<file path="src/design/lzwd_pkg.sv">
// ----------------------------------------------------------------------------
// lzwd_pkg
// Shared constants and controller/datapath interface types for the LZSS
// window decoder.
// ----------------------------------------------------------------------------
`timescale 1ns / 1ps

package lzwd_pkg;

   // Window size is 2**LZWD_WINDOW_BITS (8..16 bits, 256..65536 entries)
   localparam int LZWD_WINDOW_BITS     = 12;
   localparam int LZWD_MAX_MATCH       = 60;
   localparam int LZWD_MATCH_THRESHOLD = 2;

   localparam int CODE_W = 9;
   localparam int POS_W  = 12;
   localparam int BYTE_W = 8;

   localparam logic [CODE_W-1:0] LITERAL_LIMIT = 9'd256;
   localparam logic [CODE_W:0]   MATCH_BASE    = 10'd255;
   localparam logic [BYTE_W-1:0] FILL_BYTE     = 8'h20;

   // controller -> datapath
   typedef struct packed {
      logic lit_write;   // store literal, load result register
      logic load_match;  // capture source index and length
      logic issue_read;  // read window at source index
      logic emit_copy;   // write back copied byte, load result register
   } lzwd_cmd_type;

   // datapath -> controller
   typedef struct packed {
      logic out_free;    // result register empty or being drained this cycle
      logic last_byte;   // current copy byte is the final one
   } lzwd_status_type;

endpackage

</file>
<file path="src/design/lzwd_ctrl.sv">
// ----------------------------------------------------------------------------
// lzwd_ctrl
// Sequencer: accepts symbols and steps match copies through read and
// write-back phases.
// ----------------------------------------------------------------------------
`timescale 1ns / 1ps

module lzwd_ctrl
   import lzwd_pkg::*;
(
   input  logic                clock,
   input  logic                reset,
   input  logic                req_valid,
   output logic                req_ready,
   input  logic [CODE_W-1:0]   req_symbol_code,
   input  lzwd_status_type     status,
   output lzwd_cmd_type        cmd
);

   localparam logic [1:0] ST_IDLE  = 2'd0;
   localparam logic [1:0] ST_READ  = 2'd1;
   localparam logic [1:0] ST_WRITE = 2'd2;

   logic [1:0] state_ff, state_in;
   logic       accept;
   logic       is_literal;

   assign req_ready  = (state_ff == ST_IDLE) && status.out_free;
   assign accept     = req_valid && req_ready;
   assign is_literal = req_symbol_code < LITERAL_LIMIT;

   always_comb begin
      state_in = state_ff;
      cmd      = '0;
      unique case (state_ff)
         ST_IDLE: begin
            if (accept) begin
               if (is_literal) begin
                  cmd.lit_write = 1'b1;
               end else begin
                  cmd.load_match = 1'b1;
                  state_in       = ST_READ;
               end
            end
         end
         ST_READ: begin
            cmd.issue_read = 1'b1;
            state_in       = ST_WRITE;
         end
         ST_WRITE: begin
            if (status.out_free) begin
               cmd.emit_copy = 1'b1;
               state_in      = status.last_byte ? ST_IDLE : ST_READ;
            end
         end
         default: begin
            state_in = ST_IDLE;
         end
      endcase
   end

   always_ff @(posedge clock) begin
      if (reset) begin
         state_ff <= ST_IDLE;
      end else begin
         state_ff <= state_in;
      end
   end

endmodule

</file>
<file path="config.mk">
export PLATFORM = sky130hd
export DESIGN_NAME = lzwd_ctrl
export DESIGN_NICKNAME = d
export VERILOG_FILES = /design/src/design/lzwd_pkg.sv /design/src/design/lzwd_ctrl.sv
export SDC_FILE = /design/constraint.sdc
export NUM_CORES = 1
export LEC_CHECK = 0
export BUFFER_PORTS_ARGS = -buffer_cell sky130_fd_sc_hd__buf_2
export CAP_MARGIN = 0
export CORE_AREA = 2 2 39 41
export CTS_CLUSTER_DIAMETER = 100
export DETAILED_ROUTE_END_ITERATION = 10
export DIE_AREA = 0 0 41 43
export PLACE_DENSITY = 0.45
export SYNTH_ARGS = -nofsm -noshare
export SYNTH_HDL_FRONTEND = slang
export SYNTH_SLANG_ARGS = --single-unit
</file>
<file path="constraint.sdc">
create_clock -name clock -period 1.5 [get_ports clock]
set_clock_uncertainty 0.15 [all_clocks]
set_input_delay 0.225 -clock clock [delete_from_list [all_inputs] [get_ports clock]]
set_output_delay 0.225 -clock clock [all_outputs]
set_load 0.01 [all_outputs]
</file>
Word-level counts from Yosys, hierarchy flattened
Index checks and enable logic that the tools add are counted.

Input bits: 14. Output and inout bits: 5. Word-level logic and storage cells: 23. Bits in registers: 2.

Reductions and logical operators: 4. Order comparisons: 1. Eq/ne operators: 5. Multiplexer cells: 12.

Operators by type and width (number): $mux 2 (5); $lt 9x9->1 const B (1); $mux 1 (6); $ne 2x2->1 const B (3); $pmux 2 s3 (1); $reduce_and 3->1 (1); $eq 2x1->1 const B (1); $eq 2x2->1 const B (1); $logic_and 1x1->1 (2); $logic_not 2->1 (1).

Depth between registers and ports, before layout
Gate-level depths: netlist of the first run.

Word-level depth: 5. Depth in mapped cells: 2. Mapped depth without buffers: 2.

Worst setup path before layout of the first run
OpenSTA, ideal clock, no wires.

Kind: flip-flop to output port. Start: register state_ff[0]. End: output cmd[3] (netlist name). Data arrival time: 863 ps. Data required time: 1125 ps. Slack: 262 ps. Buffers on the path: 0. Cell stages (with the launch flop): 3. Path through: dfxtp_1 > nor3b_2 > and3b_1.

RTL lines: start, declared (RTL line lzwd_ctrl.sv:24) `logic [1:0] state_ff, state_in;`; start signal, assigned (RTL line lzwd_ctrl.sv:66) `state_ff <= state_in;`; end, declared (RTL line lzwd_ctrl.sv:17) `output lzwd_cmd_type cmd`.

==> results of run 1 <==
## worst max-delay path, stage by stage, from the launching register on
cell and delay (ps):
dfxtp_4 340, nor3b_4 210, and3_1 180, buf_2 120
## layer usage
metal  up-vias  part of all wire [%]  routed length [um]
met5         -                     0                   0
li1         81                     -                   -
met3         0                    12                  54
met2        11                    35                 152
met1        64                    53                 229
met4         0                     0                   0
## placed cells by master, fill, tap and decap left out
| cell | count |
|---|---|
| a2111oi_2 | 1 |
| and2b_2 | 1 |
| and3_1 | 1 |
| and3b_1 | 1 |
| buf_2 | 10 |
| buf_4 | 2 |
| clkbuf_4 | 3 |
| dfxtp_2 | 1 |
| dfxtp_4 | 1 |
| inv_1 | 1 |
| nand2b_1 | 1 |
| nand3b_1 | 1 |
| nor3b_1 | 2 |
| nor3b_4 | 1 |
| o21ba_2 | 1 |
## final cells by class
class	count	area, um2	area share (%)
flip-flops and latches	2	45.0	17.8
clock buffers	3	22.5	8.91
multi-input cells	10	96.3	38.1
well taps	16	20.0	7.92
inverters	1	3.75	1.49
repair buffers	12	65.1	25.7
## stage by stage
step	utilization (%)	hold WS [ps]	TNS, ps	instance area (um2)	instances
final	18.3	26.5	0	253	44
after global routing	18.3	19.9	-44.4	253	44
after CTS	16.9	23.7	0	234	43
after detailed placement	14.7	268	0	204	39
after global placement	14.7	269	0	204	39
after floorplan	-	144	0	141	14
## kinds of logic (layout without fill, tap and decap cells)
group | after synthesis | after routing
and+or+nand+nor | 8 | 8
AOI/OAI and AO/OA | 2 | 2
DFF | 2 | 2
buffers and inverters | 2 | 16
## worst paths after layout
check                endpoint  slack, ps  cells after the start
hold reg to reg   state_ff[0]        380                      2
hold / removal    state_ff[0]         30                      2
setup / recovery       cmd[2]         40                      3
setup reg to reg  state_ff[1]        360                      3
## power by group through the flow
stage | Clock (mW) | Combinational [mW] | Sequential, mW
floorplan | 0 | 0.0153 | 0.0575
global placement | 0 | 0.0292 | 0.0581
detailed placement | 0 | 0.0292 | 0.0580
CTS | 0.130 | 0.0320 | 0.0573
global route | 0.135 | 0.0391 | 0.0565
finish | 0.120 | 0.0357 | 0.0564
## timing repair
action | 4_1_cts | 5_1_grt
buffers inserted | 1 | 1
resized for setup | 0 | 4
pin swaps | 1 | 2
setup endpoints to repair | 2 | 3
==> results by group, run 1 <==
Power and ir drop
  – Max VDD drop: 0.229 mV
  – Sw Share: between 20% and 30%
  – Power, Total: approximately 0.21 mW
  – Sw Pwr: roughly 0.05 mW
  – Flop pwr share: 26.5%
  – Clk pwr share: 56.7%
  – Power per standard cell area: 841 nW/um2
  – Internal power: around 0.16 mW
  – Leakage: approximately 0.13 nW
  – Gate power share: about 17%

Critical path
  – CP required: ~1100 ps
  – Worst Setup SP: state_ff[0]
  – Critical Path End Type: output port
  – Worst path arrival time: ~1100 ps
  – Crit Path Max Fanout: 3
  – Worst reg2reg path startpoint: state_ff[0]
  – CP startpoint kind: flip-flop
  – Critical path type: flip-flop to output port

Detailed routing
  – DRT iter0 DRCs: 3
  – WL/cell: 9.91 um
  – Pre-antenna DRT Iters: 2
  – Via Count: about 160
  – Via density: 3.55
  – DRT antenna net count: 0
  – WL final: around 440 um
  – DRC: 0

Placed design
  – Gpl congestion: ~0.66
  – # port buffers: 10
  – Pre-CTS WS: roughly 240 ps

Timing
  – Final Cycle Share: between 90% and 100%
  – Relative slew margins: a little over four fifths
  – Slew Limit Fails: 0
  – FMAX: 683 MHz
  – RSZ-0062 raised after global routing: true
  – Final Hold Fails: 0
  – Fin worst setup slack: 36.5 ps
  – Setup-failing EPs final: 0
  – Worst-margin pin slew: ~250 ps
  – Final min period: around 1500 ps

Yosys
  – Largest family of logic cells by synthesized area: simple AND/OR/NAND/NOR gates
  – Post-synthesis mux area share: 0%
  – YS warnings: 0
  – Synth Area in Simple Gates: 46.0%
  – Area leader, netlist: dfxtp_1
  – Synth Instances: 14
  – Avg Inst Size Synth: a little over 10 um2
  – Top cell type's share of synthesized area: about 28%
  – Post-Synth XOR/XNOR Area: 0%
  – Number of synthesized flops with an enable pin: 0
  – Post-synth top cells: 2 x dfxtp_1, 2 x nor3b_1
  – Mapped Nets: 28
  – Synth unique cells: 12
  – Prevailing post-synth register cell: dfxtp_1
  – Number of synthesized register bits: 2
  – Post-synthesis adder-cell area fraction: 0%
  – Compound-cell area share of the yosys netlist: between 10% and 20%
  – Async S/R FF share, synth: 0%
  – Top post-synthesis cells by area: dfxtp_1 28%, a2111oi_2 11%, nor3b_1 11%
  – Mapped cell area: 141 um2
  – Sequential-to-total area share from yosys stat: between 20% and 30%

GRT
  – GRT overflow: 0
  – GRT Total Usage: 6.71%
  – Antenna violations before repair: 0
  – Vias in the first global route: 170
  – Gr busiest metal: met1
  – Met1 usage: under 10%
  – M3 GR Usage: 4.71%
  – Pin count of the biggest net entering global routing: 7
  – First-pass GRT wire length: just under 700 um
  – GRT met2 Usage: approximately 5.9%

Job
  – Maxcap violations: 0

Cells and area
  – Max reg flops: 2
  – Nets: 44
  – Most flop-heavy register: state_ff
  – Diode count: 0
  – Largest regs: state_ff: 2 flops
  – Syn-to-layout area delta: 78.8%
  – Share of layout cells above drive strength 1: 75.0%
  – Fill cells: 160

Clocking
  – Root Buffer: clkbuf_4
  – CTS Buffer Depth: 2
  – CTS tree: done
  – CTS Sinks: 2
  – Worst-path clk slew: 30 ps
  – Hold buffer count at cts: 0
  – Clock H-tree levels: 1
  – Number of CTS-inserted buffers: 3
  – Clk_lat worst skew: approximately 230 ps

Floorplan
  – Ports: 19
  – Initial Utilization: 10.2%
  – Die area: roughly 1800 um2
  – DIE HEIGHT: 43 um
  – Core Area: approximately 1400 um2
  – Die W: 41 um
  – Row cnt: 14

Min path
  – Hold wc startpoint: reset
  – Min-delay worst type: input port to flip-flop

Run status
  – Status: finished clean
No activity file was read; power rests on OpenSTA's default activity.
==> run 2: changes to the inputs <==
CELL_PAD_IN_SITES_DETAIL_PLACEMENT = 2   (was not set)
CELL_PAD_IN_SITES_GLOBAL_PLACEMENT = 2   (was not set)
PLACE_DENSITY = 0.73   (was 0.45)
==> run 2 against run 1 <==
- via count is 7.7% higher
- register-to-register slack hardly changed
- critical path depth stayed put
- worst hold slack better by 6.1 ps
- final area stayed put
- clock power hardly changed
- sequential share of layout area stayed put
- core utilization stayed put
- die area stayed put
==> results by group, run 2 (same netlist as run 1, synthesis figures left out) <==
Detailed routing
  – DRT antenna net count: 0
  – Via density: around 3.8
  – Pre-antenna DRT Iters: 1
  – DRT iter0 DRCs: 0
  – DRC: 0
  – WL final: 470 um
  – WL/cell: roughly 11 um
  – Via Count: between 150 and 200

Critical path
  – Worst r2r dst: state_ff[0]
  – Worst Setup SP: state_ff[0]
  – R2R cell count: 2
  – Crit Path Max Fanout: 4
  – Worst path arrival time: 1080 ps
  – Worst path cell trace: nor3b_4 -> and3b_1 -> buf_2
  – Slowest Stage Delay on Critical Path: between 300 and 400 ps
  – CP required: between 1000 and 1500 ps
  – R2r setup slk: 360 ps
  – Critical path's slowest cell: dfxtp_4
  – Worst reg2reg path startpoint: state_ff[1]
  – Critical Path End Type: output port
  – Critical path type: flip-flop to output port
  – CP startpoint kind: flip-flop

Power and ir drop
  – Max VDD drop: 0.358 mV
  – Power per standard cell area: roughly 830 nW/um2
  – Leakage: about 0.13 nW
  – Power, Total: 0.210 mW

Floorplan
  – Die area: between 1500 and 2000 um2
  – Ports: 19
  – Row cnt: 14
  – Initial Utilization: about a tenth
  – Core Area: roughly 1400 um2
  – DIE HEIGHT: ~43 um
  – Die W: just over 40 um

Cells and area
  – Syn-to-layout area delta: 78.8%
  – Nets: 44
  – Largest regs: state_ff: 2 flops
  – Share of layout cells above drive strength 1: between 70% and 80%
  – Most common cell after layout, fill and taps aside: buf_2
  – Max reg flops: 2
  – Most frequent cells in the layout: 10 x buf_2, 3 x clkbuf_4, 2 x nor3b_1, 2 x buf_4
  – Most flop-heavy register: state_ff
  – Diode count: 0

Clocking
  – Worst-path clk slew: approximately 30 ps
  – Root Buffer: clkbuf_4
  – CTS Buffer Depth: 2
  – CTS tree: done
  – CTS Sinks: 2
  – Hold buffer count at cts: 0
  – Clk_lat worst skew: ~220 ps
  – Clock H-tree levels: 1
  – Number of CTS-inserted buffers: 3

Timing
  – Slew Limit Fails: 0
  – Setup-failing EPs final: 0
  – Final Cycle Share: between 90 and 100%
  – Final min period: 1460 ps
  – WHS: 32.7 ps
  – Final Hold Fails: 0
  – Relative slew margins: approximately four fifths
  – Setup TNS: 0 ps
  – Worst-margin pin slew: 272 ps
  – FMAX: a little under 700 MHz
  – RSZ-0062 raised after global routing: true

Placed design
  – # port buffers: 10
  – Gpl congestion: 0.665

GRT
  – GRT overflow: 0
  – Pin count of the biggest net entering global routing: 7
  – First-pass GRT wire length: just under 700 um
  – Vias in the first global route: ~160
  – GRT Total Usage: about 6.5%
  – Antenna violations before repair: 0

Min path
  – Hold wc startpoint: reset
  – Min-delay worst type: input port to flip-flop
  – Hold Path Depth: 2
  – WHS Endpoint: state_ff[0]

Job
  – Maxcap violations: 0

Run status
  – Status: finished clean
## run 2: cell counts in the layout (fill, tap and decap cells not counted)
Identical to the previous run, type by type.
## run 2: cell type report
type	count	area, um2
multi-input combinational	10	96.3
fill	165	1130
clock buffer	3	22.5
tap	16	20.0
timing repair buffer	12	65.1
inverter	1	3.75
sequential	2	45.0
## run 2: worst max-delay path, delay by kind of cell (launching register included)
kind | cells | cell delay, ps
buffers and inverters | 1 | 120
and+or+nand+nor | 2 | 390
DFF | 1 | 350
## run 2: metrics by stage
step | instances | utilization [%] | cell area [um2] | setup WS, ps
3_3_place_gp | 39 | 14.7 | 204 | 225
3_5_place_dp | 39 | 14.7 | 204 | 222
6_report | 44 | 18.3 | 253 | 41.1
2_1_floorplan | 14 | - | 141 | 262
5_1_grt | 44 | 18.3 | 253 | -18.0
4_1_cts | 43 | 16.9 | 234 | 7.34
## run 2: how the worst max path moves through the flow
stage	end	slack, ps	depth (start not counted)
after detailed placement	cmd[2]	220	3
after global placement	cmd[3]	230	3
after global routing	cmd[3]	-20	3
after floorplan	cmd[3]	260	2
after CTS	cmd[2]	7	3
final	cmd[3]	40	3
## run 2: power breakdown
group | switching, mW | internal [mW] | leakage [nW]
Sequential | 0.00227 | 0.0541 | 0.0175
Combinational | 0.0151 | 0.0202 | 0.0954
Clock | 0.0299 | 0.0882 | 0.0138
Total | 0.0472 | 0.163 | 0.127
## run 2: what timing repair did
action	CTS	global route
buffers inserted	1	1
setup endpoints to repair	2	3
gates resized for setup	0	4
pin swaps	1	2
## run 2: layer usage
metal,part of all wire (%),global-route usage (%)
met1,43,8.28
met3,13,3.14
met2,42,6.56
met5,0,0
met4,1.7,8.00
==> run 3: changes to the inputs <==
PLACE_DENSITY = 0.68   (was 0.73)
==> run 3 against run 2 <==
- sequential share of layout area is the same
- total power decreased by 1.5%
- via count is 1.8% lower
- register-to-register slack hardly changed
- core utilization unchanged
- critical path type unchanged
- critical endpoint is now cmd[2]
- largest cell class unchanged
- highest routed layer is now met3
==> results by group, run 3 (same netlist as run 1, synthesis figures left out) <==
GRT
  – GRT overflow: 0
  – Pin count of the biggest net entering global routing: 7
  – Antenna violations before repair: 0
  – GRT Total Usage: under 10%
  – First-pass GRT wire length: around 750 um
  – Vias in the first global route: between 150 and 200

Cells and area
  – Share of layout cells above drive strength 1: between 70 and 80%
  – Post-layout util: a little under a fifth
  – Max reg flops: 2
  – Most frequent cells in the layout: 10 x buf_2, 3 x clkbuf_4, 2 x nor3b_1, 2 x buf_4
  – Most common cell after layout, fill and taps aside: buf_2
  – Area of the multi-input gates: between 90 and 100 um2
  – Largest regs: state_ff: 2 flops
  – Nets: 44
  – FF/Latch Area: between 40 and 50 um2
  – Design Area, Final: around 250 um2
  – Most flop-heavy register: state_ff
  – Diode count: 0
  – Fill cells: about 160
  – Syn-to-layout area delta: 78.8%

Timing
  – Setup-failing EPs final: 0
  – Relative slew margins: 82.3%
  – FMAX: approximately 700 MHz
  – Final Cycle Share: between 90% and 100%
  – RSZ-0062 raised after global routing: true
  – Final Hold Fails: 0
  – Setup TNS: 0 ps
  – Worst-margin pin slew: roughly 260 ps
  – Slew Limit Fails: 0
  – Final min period: 1450 ps

Clocking
  – Root Buffer: clkbuf_4
  – Hold buffer count at cts: 0
  – Worst-path clk slew: 30 ps
  – Clock H-tree levels: 1
  – Clk_lat worst skew: around 220 ps
  – CTS Sinks: 2
  – CTS Buffer Depth: 2
  – Number of CTS-inserted buffers: 3
  – CTS tree: done

Detailed routing
  – WL/cell: ~11 um
  – DRT antenna net count: 0
  – DRT iter0 DRCs: 1
  – Via density: between 3 and 4
  – Pre-antenna DRT Iters: 2
  – WL final: 479 um
  – DRC: 0
  – Via Count: between 150 and 200

Floorplan
  – Row cnt: 14
  – Initial Utilization: about 10%
  – DIE HEIGHT: approximately 43 um
  – Die W: ~41 um
  – Core Area: between 1000 and 1500 um2
  – Die area: around 1800 um2
  – Ports: 19

Critical path
  – Critical path type: flip-flop to output port
  – Worst path arrival time: between 1000 and 1500 ps
  – Crit Path Max Fanout: 4
  – CP startpoint kind: flip-flop
  – Critical Path End Type: output port
  – Critical path's slowest cell: dfxtp_4
  – Slowest Stage Delay on Critical Path: about 350 ps
  – CP required: 1120 ps
  – Worst path cell trace: nor3b_4 -> and3_1 -> buf_2

Placed design
  – # port buffers: 10
  – Area after DPL: between 200 and 250 um2
  – Gpl congestion: around 0.65

Min path
  – Min-delay worst type: input port to flip-flop

Power and ir drop
  – Max VDD drop: between 0.4 and 0.5 mV
  – Internal power: roughly 0.16 mW
  – Power, Total: 0.207 mW
  – Sw Pwr: between 0.04 and 0.05 mW
  – Power per standard cell area: 818 nW/um2
  – Leakage: 0.127 nW
  – Sw Share: between 20% and 30%
  – Clk pwr share: 55.3%
  – Gate power share: between 10% and 20%
  – Flop pwr share: between 20% and 30%

Run status
  – Status: finished clean

Job
  – Maxcap violations: 0
run 3: per-layer routing:
metal  vias to the layer above  share of wire [%]  track usage (%)
met5                         -                  0                0
met4                         0                  0             4.00
met3                         0                7.7             4.71
met2                        11                 39             8.13
met1                        74                 53             8.31
li1                         80                  -                -
run 3: final cells by class:
cell class,instances,area share (%)
Clock buffer,3,8.91
Sequential cell,2,17.8
Multi-Input combinational cell,10,38.1
Timing Repair Buffer,12,25.7
Tap cell,16,7.92
Inverter,1,1.49
run 3: worst paths after layout:
path	cells past startpoint	from	end	slack, ps
worst max-delay path	3	state_ff[0]	cmd[2]	50
worst min-delay path	2	reset	state_ff[0]	40
worst max register to register	2	state_ff[1]	state_ff[0]	360
worst min register to register	2	state_ff[1]	state_ff[0]	390
run 3: through the flow:
stage / instances / worst slack, ps / hold WS (ps)
after floorplan: 14 / 262 / 144
after global placement: 39 / 226 / 269
after detailed placement: 39 / 218 / 280
after CTS: 43 / 10.5 / 47.1
after global routing: 44 / -26.6 / 38.2
final: 44 / 53.6 / 40.2
run 3: power groups by stage:
stage / clock network, mW / registers, mW / logic [mW]
6_report: 0.114 / 0.0566 / 0.0357
5_1_grt: 0.128 / 0.0569 / 0.0393
4_1_cts: 0.121 / 0.0574 / 0.0326
3_5_place_dp: 0 / 0.0581 / 0.0298
3_3_place_gp: 0 / 0.0581 / 0.0294
2_1_floorplan: 0 / 0.0575 / 0.0153
run 3: critical path, delay by kind of cell, from the launching register on:
kind	cells	cell delay, ps
and+or+nand+nor	2	380
DFF	1	350
buffers and inverters	1	120
run 3: repair_timing:
action,4_1_cts,5_1_grt
pin swaps,1,3
gates resized for setup,0,4
endpoints found under the setup margin,2,3
endpoints found under the hold margin,0,0
buffers inserted,1,1
